## src/rtl/irbft_pkg.sv

```systemverilog
// Shared types, constants and the frame builder for the infrared biphase frame transmitter.
`default_nettype none
package irbft_pkg;

  localparam int TICK_COUNT_BITS = 8;
  localparam int FRAME_SLOTS     = 40;
  localparam int SLOT_IDX_W      = 6;
  localparam int HALF_SLOT_W     = 8;
  localparam int CFG_INDEX_W     = 8;
  localparam int CFG_DATA_W      = 8;
  localparam logic START_MARK    = 1'b1;
  localparam logic [HALF_SLOT_W-1:0] HALF_SLOT_RESET = 8'd20;
  localparam logic CARRIER_RESET = 1'b1;

  typedef logic [FRAME_SLOTS-1:0] frame_t;

  typedef enum logic {
    CMD_TICK = 1'b0,
    CMD_SEND = 1'b1
  } cmd_t;

  typedef enum logic [CFG_INDEX_W-1:0] {
    CFG_HALF_SLOT_TICKS = 8'd0,
    CFG_CARRIER_TOGGLE  = 8'd1
  } cfg_index_t;

  typedef struct packed {
    logic rejected;
    logic frame_done;
    logic busy_res;
    logic pin_level;
  } irbft_res_t;

  // Pre-pulse, start bit, then command and address bytes with the least significant bit first.
  function automatic frame_t build_frame(input logic [7:0] c, input logic [7:0] a);
    frame_t p;
    p = '0;
    p[0] = START_MARK;
    p[6] = START_MARK;
    for (int i = 0; i < 8; i++) begin
      p[8 + 2*i]  = c[i];
      p[9 + 2*i]  = ~c[i];
      p[24 + 2*i] = a[i];
      p[25 + 2*i] = ~a[i];
    end
    return p;
  endfunction

endpackage
`default_nettype wire

```

## src/rtl/irbft_core.sv

```systemverilog
// Frame state and per-transaction pin sequencing of the infrared biphase frame transmitter.
`default_nettype none
module irbft_core
  import irbft_pkg::*;
(
  input  wire logic                   clk,
  input  wire logic                   rst,
  input  wire logic                   accept,
  input  wire logic                   cmd,
  input  wire logic [7:0]             command_byte,
  input  wire logic [7:0]             address_byte,
  input  wire logic [HALF_SLOT_W-1:0] half_slot_ticks,
  input  wire logic                   carrier_toggle,
  output irbft_res_t                  res
);

  localparam int CMP_W = (TICK_COUNT_BITS + 1 > HALF_SLOT_W + 1) ?
                         TICK_COUNT_BITS + 1 : HALF_SLOT_W + 1;
  localparam logic [CMP_W-1:0] CNT_MAX = CMP_W'((2 ** TICK_COUNT_BITS) - 1);

  frame_t                      slot_pattern, slot_pattern_next;
  logic [SLOT_IDX_W-1:0]       slot_index, slot_index_next;
  logic [TICK_COUNT_BITS-1:0]  tick_count, tick_count_next;
  logic                        pin_state, pin_state_next;
  logic                        active, active_next;

  frame_t                      pat_shift;
  logic                        slot_on;
  logic [HALF_SLOT_W-1:0]      limit;
  logic [CMP_W-1:0]            cnt_inc;
  logic [SLOT_IDX_W-1:0]       slot_inc;
  logic                        pin_now;

  always_comb begin
    slot_pattern_next = slot_pattern;
    slot_index_next   = slot_index;
    tick_count_next   = tick_count;
    pin_state_next    = pin_state;
    active_next       = active;
    pin_now           = pin_state;
    res               = '0;

    pat_shift = slot_pattern >> slot_index;
    slot_on   = (slot_index < SLOT_IDX_W'(FRAME_SLOTS)) && pat_shift[0];
    limit     = (half_slot_ticks == '0) ? HALF_SLOT_W'(1) : half_slot_ticks;
    cnt_inc   = CMP_W'(tick_count) + CMP_W'(1);
    slot_inc  = slot_index + SLOT_IDX_W'(1);

    if (cmd == CMD_SEND) begin
      if (active) begin
        res.rejected = 1'b1;
      end else begin
        slot_pattern_next = build_frame(command_byte, address_byte);
        slot_index_next   = '0;
        tick_count_next   = '0;
        active_next       = 1'b1;
      end
    end else if (!active) begin
      pin_now = 1'b0;
    end else begin
      if (slot_on) begin
        pin_now = carrier_toggle ? ~pin_state : 1'b1;
      end else begin
        pin_now = 1'b0;
      end
      if (cnt_inc >= CMP_W'(limit) || cnt_inc > CNT_MAX) begin
        tick_count_next = '0;
        if (slot_inc >= SLOT_IDX_W'(FRAME_SLOTS)) begin
          res.frame_done  = 1'b1;
          active_next     = 1'b0;
          slot_index_next = '0;
        end else begin
          slot_index_next = slot_inc;
        end
      end else begin
        tick_count_next = cnt_inc[TICK_COUNT_BITS-1:0];
      end
    end

    res.pin_level  = pin_now;
    res.busy_res   = active_next;
    pin_state_next = res.frame_done ? 1'b0 : pin_now;
  end

  always_ff @(posedge clk) begin
    if (rst) begin
      slot_pattern <= '0;
      slot_index   <= '0;
      tick_count   <= '0;
      pin_state    <= 1'b0;
      active       <= 1'b0;
    end else if (accept) begin
      slot_pattern <= slot_pattern_next;
      slot_index   <= slot_index_next;
      tick_count   <= tick_count_next;
      pin_state    <= pin_state_next;
      active       <= active_next;
    end
  end

endmodule
`default_nettype wire

```

## src/rtl/ir_biphase_frame_transmitter_top.sv

```systemverilog
// Top level of the infrared biphase frame transmitter: stream ports, registers and result stage.
//
// Each input transaction is either a tick (s_tuser low) or a send request (s_tuser high)
// carrying the command byte in s_tdata[7:0] and the address byte in s_tdata[15:8].
// A send while idle loads a 40 half-slot frame; a send while busy is flagged as rejected.
// Every input transaction produces exactly one output transaction holding the pin level,
// the busy flag and the rejected flag; m_tlast marks the tick that ends the frame.
// The result appears on the master side in the cycle after the input is accepted; while
// the receiver keeps up, one item can be accepted in every cycle, so throughput is one item per clock.
// The output register is the only buffer: s_tready is high whenever it is empty or is
// being emptied in the same cycle, so a stalled receiver stalls the input side.
// Configuration writes are always taken (cfg_ready is tied high): index 0 sets the ticks
// per half slot, index 1 selects carrier toggling; other indexes are ignored.
// Reset idles the block, drives the pin low, empties the output register and restores
// 20 ticks per half slot with carrier toggling enabled.
`default_nettype none
module ir_biphase_frame_transmitter_top
  import irbft_pkg::*;
(
  input  wire logic                   clk,
  input  wire logic                   rst,
  input  wire logic                   s_tvalid,
  output logic                        s_tready,
  input  wire logic [15:0]            s_tdata,   // command_byte, address_byte
  input  wire logic                   s_tuser,   // cmd
  output logic                        m_tvalid,
  input  wire logic                   m_tready,
  output logic [7:0]                  m_tdata,   // pin_level, busy_res, rejected, zero pad
  output logic                        m_tlast,   // frame_done
  input  wire logic                   cfg_valid,
  output logic                        cfg_ready,
  input  wire logic [CFG_INDEX_W-1:0] cfg_index,
  input  wire logic [CFG_DATA_W-1:0]  cfg_data
);

  logic [HALF_SLOT_W-1:0] half_slot_ticks;
  logic                   carrier_toggle;
  logic                   accept;
  irbft_res_t             core_res;
  irbft_res_t             out_res;

  assign cfg_ready = 1'b1;
  assign s_tready  = !m_tvalid || m_tready;
  assign accept    = s_tvalid && s_tready;

  always_ff @(posedge clk) begin
    if (rst) begin
      half_slot_ticks <= HALF_SLOT_RESET;
      carrier_toggle  <= CARRIER_RESET;
    end else if (cfg_valid && cfg_ready) begin
      case (cfg_index)
        CFG_HALF_SLOT_TICKS: half_slot_ticks <= cfg_data[HALF_SLOT_W-1:0];
        CFG_CARRIER_TOGGLE:  carrier_toggle  <= cfg_data[0];
        default: ;
      endcase
    end
  end

  irbft_core u_core (
    .clk             (clk),
    .rst             (rst),
    .accept          (accept),
    .cmd             (s_tuser),
    .command_byte    (s_tdata[7:0]),
    .address_byte    (s_tdata[15:8]),
    .half_slot_ticks (half_slot_ticks),
    .carrier_toggle  (carrier_toggle),
    .res             (core_res)
  );

  always_ff @(posedge clk) begin
    if (rst) begin
      m_tvalid <= 1'b0;
    end else if (accept) begin
      m_tvalid <= 1'b1;
    end else if (m_tready) begin
      m_tvalid <= 1'b0;
    end
  end

  always_ff @(posedge clk) begin
    if (accept) begin
      out_res <= core_res;
    end
  end

  assign m_tdata = {5'b0, out_res.rejected, out_res.busy_res, out_res.pin_level};
  assign m_tlast = out_res.frame_done;

  // A finished frame is never reported as still busy.
  assert property (@(posedge clk) disable iff (rst) m_tvalid && m_tlast |-> !m_tdata[1])
    else $error("frame end reported while busy");

  // A rejected send can only happen while a frame is in flight.
  assert property (@(posedge clk) disable iff (rst) m_tvalid && m_tdata[2] |-> m_tdata[1])
    else $error("rejection reported while idle");

  // A send and a frame end cannot share one transaction.
  assert property (@(posedge clk) disable iff (rst) m_tvalid && m_tlast |-> !m_tdata[2])
    else $error("frame end and rejection in one transaction");

  // Every accepted item yields a result in the next cycle.
  assert property (@(posedge clk) disable iff (rst) accept |=> m_tvalid)
    else $error("accepted item produced no result");

  // The input side is open whenever the output register is empty.
  assert property (@(posedge clk) disable iff (rst) !m_tvalid |-> s_tready)
    else $error("input stalled with empty output register");

endmodule
`default_nettype wire
```

## config.mk

```make
export PLATFORM = sky130hd
export DESIGN_NAME = ir_biphase_frame_transmitter_top
export DESIGN_NICKNAME = d
export VERILOG_FILES = /design/src/rtl/irbft_pkg.sv /design/src/rtl/irbft_core.sv /design/src/rtl/ir_biphase_frame_transmitter_top.sv
export SDC_FILE = /design/constraint.sdc
export NUM_CORES = 1
export LEC_CHECK = 0
export ABC_CLOCK_PERIOD_IN_PS = 4390
export BUFFER_PORTS_ARGS = -buffer_cell sky130_fd_sc_hd__buf_4
export CORE_UTILIZATION = 54
export DETAILED_ROUTE_END_ITERATION = 10
export GPL_ROUTABILITY_DRIVEN = 0
export PLACE_DENSITY = 0.76
export SETUP_SLACK_MARGIN = 0.3
export SKIP_CTS_REPAIR_TIMING = 1
export SLEW_MARGIN = 25
export SYNTH_ARGS = -nofsm -noshare
export SYNTH_HDL_FRONTEND = slang
export SYNTH_SLANG_ARGS = --single-unit
```

## constraint.sdc

```tcl
create_clock -name clk -period 4.39 [get_ports clk]
set_input_delay 0.439 -clock clk [delete_from_list [all_inputs] [get_ports clk]]
set_output_delay 0.439 -clock clk [all_outputs]
set_load 0.005 [all_outputs]
```

==> Word level (Yosys, flattened, before mapping) <==
Index checks and enable logic that the tools add are counted.
{ "word_totals": {"reg_bits": 64, "input_bits": 38, "output_inout_bits": 12} }
{ "op_classes": {"addsub": 2, "order_cmp": 4, "n_eq_ne": 2, "n_shift": 1, "n_mux": 26, "n_bitwise": 18, "n_reduce_logical": 15} }
{ "ops": {"columns": ["operator", "n"], "rows": [
  ["$mux W8", 5],
  ["$shr A40 B6 Y1", 1],
  ["$mux W6", 5],
  ["$not A1 Y1", 18],
  ["$logic_not A8 Y1", 2],
  ["$mux W1", 16],
  ["$add A8 B1 Y9 const B", 1],
  ["$ge A9 B8 Y1", 1],
  ["$gt A9 B8 Y1 const B", 1],
  ["$eq A8 B1 Y1 const B", 1],
  ["$add A6 B1 Y6 const B", 1],
  ["$ge A6 B6 Y1 const B", 1],
  ["$lt A6 B6 Y1 const B", 1],
  ["$reduce_and A3 Y1", 2],
  ["$reduce_bool A2 Y1", 3],
  ["$reduce_and A2 Y1", 2],
  ["$reduce_and A4 Y1", 1],
  ["$logic_and A1 B1 Y1", 2],
  ["$logic_or A1 B1 Y1", 2],
  ["$ne A2 B2 Y1 const B", 1],
  ["$logic_not A1 Y1", 1]
]} }

==> Depth between registers and ports, before layout <==
Gate-level depths: netlist (run 1).
{ "logic_depth": {"ltp_word": 8, "depth_mapped": 12} }

==> By module <==
From an unflattened synthesis (run 1), not the netlist that was laid out.
{ "unflattened": {"hier_cells": 402, "hier_area_um2": 3422.0} }
{ "by_module_without_submodules": {"columns": ["mod", "instances", "cells_per_inst", "area_each_um2", "seq_area_each_um2"], "rows": [
  ["irbft_core", 1, 342, 2786.4, 980.9],
  ["ir_biphase_frame_transmitter_top", 1, 60, 635.6, 320.3]
]} }

==> Worst setup path before layout (run 1) <==
OpenSTA, ideal clock, no wires.
{ "synth_path": {"path_kind": "register to register", "startpoint": "register u_core.tick_count[0]", "endpoint": "register u_core.slot_index[0]", "setup_time_ns": 0.126, "arrival_time_ns": 2.747, "required_time_ns": 4.264, "setup_slack_ns": 1.517, "path_stages_with_launch": 13, "path_cell_list": "dfxtp_1 > ha_1 > nand3_1 > nor2_1 > xor2_1 > ha_1 > a211oi_1 > o211ai_1 > o221a_2 > o41ai_1 > buf_6 > nand2b_1 > o21ai_0"} }
{ "synth_via": {"elab_chain_cells": 5, "elab_cells_between_ends": 6, "cone_classes": "add/sub (1); order compare (2); reduce/logical (3)"} }
{ "synth_lines": {"columns": ["item", "line", "text"], "rows": [
  ["start, declared", "irbft_core.sv:23", "logic [TICK_COUNT_BITS-1:0] tick_count, tick_count_next;"],
  ["start signal, assigned", "irbft_core.sv:95", "tick_count <= tick_count_next;"],
  ["$add A8 B1 Y9 *", "irbft_core.sv:46", "cnt_inc = CMP_W'(tick_count) + CMP_W'(1);"],
  ["$ge A9 B8 Y1 / $gt A9 B8 Y1 (equally long branches)", "irbft_core.sv:66", "if (cnt_inc >= CMP_W'(limit) || cnt_inc > CNT_MAX) begin"],
  ["$logic_or A1 B1 Y1 *", "irbft_core.sv:66", null],
  ["$reduce_bool A2 Y1 (no line) *", null, null],
  ["$reduce_and A4 Y1 (no line) *", null, null],
  ["end signal, assigned", "irbft_core.sv:94", "slot_index <= slot_index_next;"],
  ["end, declared", "irbft_core.sv:22", "logic [SLOT_IDX_W-1:0] slot_index, slot_index_next;"]
]} }
Mark *: on every way between the ends. The rest lies on a longest branch, timed or not.
A chain may end at the register's enable or synchronous reset.

==> Worst setup path in the final report (run 1) <==
{ "layout_path": {"startpoint": "register u_core.tick_count[0]", "endpoint": "register u_core.tick_count[6]"} }
{ "layout_via": {"elab_chain_cells": 6, "elab_cells_between_ends": 7, "cone_classes": "add/sub (1); order compare (2); mux (3); reduce/logical (1)"} }
{ "layout_lines": {"columns": ["item", "line", "text"], "rows": [
  ["$add A8 B1 Y9 *", "irbft_core.sv:46", null],
  ["$ge A9 B8 Y1 / $gt A9 B8 Y1 (equally long branches)", "irbft_core.sv:66", null],
  ["$logic_or A1 B1 Y1", "irbft_core.sv:66", null],
  ["$mux W8 *", "irbft_core.sv:66", null],
  ["$mux W8 *", "irbft_core.sv:58", "end else if (!active) begin"],
  ["$mux W8 *", "irbft_core.sv:49", "if (cmd == CMD_SEND) begin"]
]} }
Mark *: on every way between the ends. The rest lies on a longest branch, timed or not. The select of a mux whose other input is x is not followed.

==> summary.md, run 1 <==
| Metric | Value |
|---|---|
| Clock Tree Buf Depth | `2` |
| I/O pin cnt | `50` |
| Clock Sinks | `63` |
| Comb pwr share | `8.9%` |
| Ys Warns | `0` |
| Post-synthesis compound-gate area fraction | `15.7%` |
| Largest net degree at the start of global routing | `56` |
| CTS root buffer | `clkbuf_8` |
| Adder-Cell Fraction of Synth Area | `5.26%` |
| Synth area leader | `dfxtp_1` |
| Final setup vio count | `0` |
| Cts bufs inserted | `9` |
| Top post-synthesis cells by count | `dfxtp_1, nand2_1, nor2_1` |
| NetSw | `293 uW` |
| Area Overhead vs Synth | `15.5%` |
| Clock Power Share | `43.0%` |
| Most area-consuming cells after synthesis | `dfxtp_1, a21oi_1, nand2_1` |
| Kind of start point of the critical path | `register` |
| Count leader, synth | `dfxtp_1` |
| Die Y | `80.5 um` |
| Register area share after synthesis | `39.1%` |
| Fmax | `289 MHz` |
| Drt first pass iters | `4` |
| Initial Utilization | `56.2%` |
| Post-Syn Instances | `414` |
| CTS tree | `yes` |
| Initial antenna violation count | `0` |
| Internal power | `976 uW` |
| Crit Path Class | `reg -> reg` |
| Sw frac | `23.1%` |
| Hold Fails Final Rpt | `0` |
| Layout Skew | `6.82 ps` |
| Max Slew Vio Count | `0` |
| Synth Cell Area | `3330 um2` |
| Synth Area in XOR/XNOR | `1.58%` |
| DRT iter0 DRCs | `213` |
| Die ar. | `6480 um2` |
| Worst Hold Class | `in -> reg` |
| Avg WL per Cell | `13.5 um` |
| Hold depth | `3` |
| Unrepaired setup endpoints after global routing | `no` |
| Power Density | `330 nW/um2` |
| Post-DP HPWL | `4.91 mm` |
| Setup TNS | `0 ps` |
| Required time worst endpoint | `4640 ps` |
| Routed wire length | `7.04 mm` |
| Number of synthesized flops with an enable pin | `4` |
| Core ar. | `5920 um2` |
| Post-synth ARST share | `0%` |
| Antenna cells | `0` |
| # DRC | `0` |
| Max-cap violation count | `0` |
| Later-pin clock latency in the skew report | `340 ps` |
| Largest family of logic cells by synthesized area | `simple AND/OR/NAND/NOR gates` |
| Yosys cell types | `53` |
| Crit Path Max Fanout | `9` |
| Worst-Margin Slew | `868 ps` |
| Global-route wire length before repair | `12.0 mm` |
| CTS H-Tree Depth | `3` |
| CP arrival | `3720 ps` |
| Status | `complete, no violations` |
| Area share of the largest cell type after synthesis | `35.5%` |
| Ys flop type | `dfxtp_1` |
| Fraction of synthesized area in multiplexers | `7.67%` |
| Post-route clock period utilization | `78.9%` |
| Vias per inst | `5.51` |
| Setup crit end kind | `register` |
| Dpl cell area | `3620 um2` |
| Synth Register Bits | `63` |
| Die X | `80.5 um` |
| Grt ovf | `0` |
| Total track usage | `23.8%` |
| Number of cell rows | `28` |
| FF-to-FF path depth | `11` |
| Total number of vias | `2884` |
| Worst VDD drop | `0.000209 V` |
| Port Buffers | `43` |
| LEAKAGE | `0.00152 uW` |
| Simple-gate portion of the synthesized area | `24.2%` |
| Share of cells above drive strength 1 | `15.2%` |
| Syn_area_per_cell | `8.04 um2` |
| Post-route cell area | `3840 um2` |
| Post-route ant nets | `0` |
| Clk slew on worst S/H paths | `70 ps` |
| Vias in the first global route | `2621` |
| Nets | `495` |
| Sequential share of power | `48.1%` |
| Minimum clock period | `3460 ps` |
| Slew HR | `41.9%` |
-- layout make-up --
cell class / count / area, um2
inverter: 16 / 60.1
clock buffer: 14 / 184
timing repair buffer: 45 / 338
clock inverter: 2 / 35.0
fill: 523 / 2080
tap: 75 / 93.8
multi-input combinational: 308 / 1830
sequential: 63 / 1300
-- worst paths after layout --
kind	end	slack [ps]	from
max	u_core.tick_count[6]	930	u_core.tick_count[0]
min	half_slot_ticks[2]	330	cfg_data[2]
max reg2reg	u_core.tick_count[6]	930	u_core.tick_count[0]
min reg2reg	u_core.slot_pattern[12]	450	u_core.slot_pattern[12]
-- critical path, cell delays in order (launching register included) --
cell and delay [ps]:
dfxtp_1 430, ha_1 250, nand3_1 150, nor2_1 240, xor2_1 220, ha_1 290
a211oi_1 260, o211ai_1 120, o221a_2 270, nor4_2 700, o21ai_0 250, a21oi_1 230
-- metal layers --
| metal | part of all wire, % | track usage (%) | vias to the layer above |
|---|---|---|---|
| met5 | 0 | 0 | - |
| met4 | 1.7 | 11.1 | 0 |
| met3 | 4.4 | 3.98 | 11 |
| met2 | 46 | 36.0 | 81 |
| met1 | 48 | 32.8 | 1306 |
| li1 | - | - | 1486 |
-- registers in the layout, indices dropped and copies added, names as in the netlist --
register             cells
u_core.tick_count        8
m_tlast                  1
carrier_toggle           1
m_tvalid                 1
m_tdata                  3
u_core.slot_pattern     33
u_core.pin_state         1
u_core.active            1
u_core.slot_index        6
half_slot_ticks          8
-- stage by stage --
stage / std cells / total power (uW) / setup WS, ps / util, % / hold WS (ps)
6_report: 523 / 1270 / 928 / 64.9 / 328
5_1_grt: 523 / 1320 / 509 / 64.9 / 335
4_1_cts: 523 / 1280 / 946 / 64.9 / 322
3_5_place_dp: 507 / 735 / 1060 / 61.2 / 446
3_3_place_gp: 507 / 732 / 1200 / 61.2 / 441
2_1_floorplan: 418 / 691 / 1520 / - / 432
-- layout by cell type (no fill, tap or decap), types with 5 or more instances in the layout --
cell,n
nand2_1,57
nor4_1,5
clkbuf_8,11
mux2i_1,21
dfxtp_1,59
a21oi_1,46
conb_1,6
buf_4,45
nand3_1,18
nand2b_1,7
o21ai_0,14
nor2_1,54
inv_1,16
ha_1,14
-- power groups by stage --
| stage | clock (uW) | combinational, uW | sequential, uW |
|---|---|---|---|
| 6_report | 545 | 113 | 610 |
| 2_1_floorplan | 0 | 74.5 | 617 |
| 3_3_place_gp | 0 | 110 | 622 |
| 3_5_place_dp | 0 | 113 | 622 |
| 4_1_cts | 552 | 113 | 610 |
| 5_1_grt | 578 | 128 | 612 |
-- logic make-up after synthesis --
kind of cell             count (synthesis)
multiplexers                            23
AO/OA/AOI/OAI                           87
adder cells (fa/ha/maj)                 14
flip-flops                              63
other                                    2
buffers and inverters                   47
XOR/XNOR                                 6
AND/OR/NAND/NOR                        172
(Power assumes the default switching activity.)
==> run 2, diff against run 1 <==
--- a/config.mk
+++ b/config.mk
@@ -5,7 +5,7 @@
 export SDC_FILE = /design/constraint.sdc
 export NUM_CORES = 1
 export LEC_CHECK = 0
-export ABC_CLOCK_PERIOD_IN_PS = 4390
+export ABC_CLOCK_PERIOD_IN_PS = 3500
 export BUFFER_PORTS_ARGS = -buffer_cell sky130_fd_sc_hd__buf_4
 export CORE_UTILIZATION = 54
 export DETAILED_ROUTE_END_ITERATION = 10
==> constraint.sdc (replaced) <==
create_clock -name clk -period 3.5 [get_ports clk]
set_input_delay 0.35 -clock clk [delete_from_list [all_inputs] [get_ports clk]]
set_output_delay 0.35 -clock clk [all_outputs]
set_load 0.005 [all_outputs]
==> run 2 against run 1 <==
Against the previous run: non-clock buffer count grew 2; die area unchanged; clock-buffer cell count decreased by 2; total power rose by 24%; register-to-register slack got worse by 410 ps; sequential share of layout area about the same; critical endpoint is now u_core.slot_index[4].
==> summary.md, run 2 (same netlist as run 1, synthesis figures left out) <==
| Metric | Value |
|---|---|
| Unrepaired setup endpoints after global routing | `no (unchanged)` |
| Layout Skew | `6.31 ps (was 6.82 ps)` |
| Fmax | `335 MHz (was 289 MHz)` |
| Worst slack at placement | `450 ps (was 1060 ps)` |
| Area Overhead vs Synth | `15.8% (was 15.5%)` |
| Vias in the first global route | `2641 (was 2621)` |
| Worst Slack Setup Final | `519 ps (was 928 ps)` |
| Avg WL per Cell | `13.4 um (was 13.5 um)` |
| Max Slew Vio Count | `0 (unchanged)` |
| Clock Power Share | `42.1% (was 43.0%)` |
| Worst Hold Class | `in -> reg (unchanged)` |
| NetSw | `369 uW (was 293 uW)` |
| Final setup vio count | `0 (unchanged)` |
| Initial Utilization | `56.2% (unchanged)` |
| Post-route ant nets | `0 (unchanged)` |
| Port Buffers | `43 (unchanged)` |
| LEAKAGE | `0.00153 uW (was 0.00152 uW)` |
| Minimum clock period | `2980 ps (was 3460 ps)` |
| Largest register FFs | `33 (unchanged)` |
| Most frequent cells in the layout | `dfxtp_1, nand2_1, nor2_1, buf_4, a21oi_1 (was dfxtp_1, nand2_1, nor2_1, a21oi_1, buf_4)` |
| Hold Fails Final Rpt | `0 (unchanged)` |
| Slew HR | `41.7% (was 41.9%)` |
| Clock Sinks | `63 (unchanged)` |
| Cts bufs inserted | `9 (unchanged)` |
| Total number of vias | `2954 (was 2884)` |
| Max-cap violation count | `0 (unchanged)` |
| Power Density | `407 nW/um2 (was 330 nW/um2)` |
| Routed wire length | `7.03 mm (was 7.04 mm)` |
| Die ar. | `6480 um2 (unchanged)` |
| Crit Path Class | `reg -> reg (unchanged)` |
| Nets | `497 (was 495)` |
| Status | `complete, no violations (unchanged)` |
| # DRC | `0 (unchanged)` |
| Worst-Margin Slew | `872 ps (was 868 ps)` |
| Most flops, register | `u_core.slot_pattern (unchanged)` |
| Crit Path Max Fanout | `11 (was 9)` |
| Antenna cells | `0 (unchanged)` |
| Dpl cell area | `3640 um2 (was 3620 um2)` |
| Clk slew on worst S/H paths | `70 ps (about the same)` |
| Kind of start point of the critical path | `register (unchanged)` |
| Share of cells above drive strength 1 | `16.3% (was 15.2%)` |
| Internal power | `1200 uW (was 976 uW)` |
| DRT iter0 DRCs | `136 (was 213)` |
| Largest net degree at the start of global routing | `56 (unchanged)` |
| Setup TNS | `0 ps (unchanged)` |
| CTS tree | `yes (unchanged)` |
| Post-route clock period utilization | `85.2% (was 78.9%)` |
| CTS root buffer | `clkbuf_8 (unchanged)` |
| Vias per inst | `5.64 (was 5.51)` |
| Drt first pass iters | `4 (unchanged)` |
| Global-route wire length before repair | `11.8 mm (was 12.0 mm)` |
| CTS H-Tree Depth | `3 (unchanged)` |
| Clock Tree Buf Depth | `2 (unchanged)` |
| Sequential share of power | `48.6% (was 48.1%)` |
| CP arrival | `3240 ps (was 3720 ps)` |
| Initial antenna violation count | `0 (unchanged)` |
| Comb pwr share | `9.3% (was 8.9%)` |
| Setup crit end kind | `register (unchanged)` |
| Number of cell rows | `28 (unchanged)` |
| I/O pin cnt | `50 (unchanged)` |
| Post-DP HPWL | `4.80 mm (was 4.91 mm)` |
| Worst VDD drop | `0.000247 V (was 0.000209 V)` |
| Finished Layout Cells | `524 (was 523)` |
| Commonest non-fill, non-tap cell in the layout | `dfxtp_1 (unchanged)` |
| Core ar. | `5920 um2 (unchanged)` |
| Grt ovf | `0 (unchanged)` |
| Sw frac | `23.5% (was 23.1%)` |
| Post-route cell area | `3850 um2 (was 3840 um2)` |
| Regs by FF count | `u_core.slot_pattern (33), half_slot_ticks (8), u_core.tick_count (8) (unchanged)` |
| Die Y | `80.5 um (unchanged)` |
| Pwr Total | `1570 uW (was 1270 uW)` |
| Total track usage | `23.6% (was 23.8%)` |
| Dpl cells | `509 (was 507)` |
| Die X | `80.5 um (unchanged)` |
| Later-pin clock latency in the skew report | `330 ps (was 340 ps)` |
| Required time worst endpoint | `3760 ps (was 4640 ps)` |
==> run 2: cell type report <==
class,count,area (um2)
fillers,517,2070
multi-input cells,308,1840
flip-flops and latches,63,1300
repair buffers,47,353
clock buffers,12,166
well taps,75,93.8
inverters,16,60.1
clock inverters,3,40.0
==> run 2: path summary, 6_finish.rpt <==
kind | start | end | slack (ps) | cells past startpoint
worst max register to register | u_core.tick_count[1] | u_core.slot_index[4] | 520 | 12
worst min-delay path | cfg_data[2] | half_slot_ticks[2] | 240 | 3
worst min register to register | u_core.slot_pattern[32] | u_core.slot_pattern[32] | 460 | 2
worst max-delay path | u_core.tick_count[1] | u_core.slot_index[4] | 520 | 12
==> run 2: power by group through the flow <==
stage          combinational [uW]  clock (uW)  sequential (uW)
2_1_floorplan                93.4           0              774
3_3_place_gp                  142           0              778
3_5_place_dp                  145           0              779
4_1_cts                       145         670              763
5_1_grt                       165         697              766
6_report                      145         660              763
==> run 2: critical path, stage by stage (launching register included) <==
cell      delay (ps)
dfxtp_1          410
ha_2             240
nand3_1          160
nor2_2           180
xor2_1           190
ha_1             280
a211oi_1         240
o211ai_1         130
o221a_2          270
o41ai_1          330
buf_4            220
o21ai_0           90
a21oi_1          160
==> run 2: through the flow <==
stage / utilization (%) / hold WS [ps]
2_1_floorplan: - / 432
3_3_place_gp: 61.5 / 441
3_5_place_dp: 61.5 / 447
4_1_cts: 65.0 / 236
5_1_grt: 65.1 / 252
6_report: 65.1 / 245
==> run 2: metal layers <==
metal	GRT usage (%)	share of wire (%)	wire length, um	up-vias
met3	3.98	5.8	408	16
li1	-	-	-	1489
met2	37.3	44	3120	104
met4	11.3	2.4	167	0
met1	31.1	47	3330	1345
met5	0	0	0	-
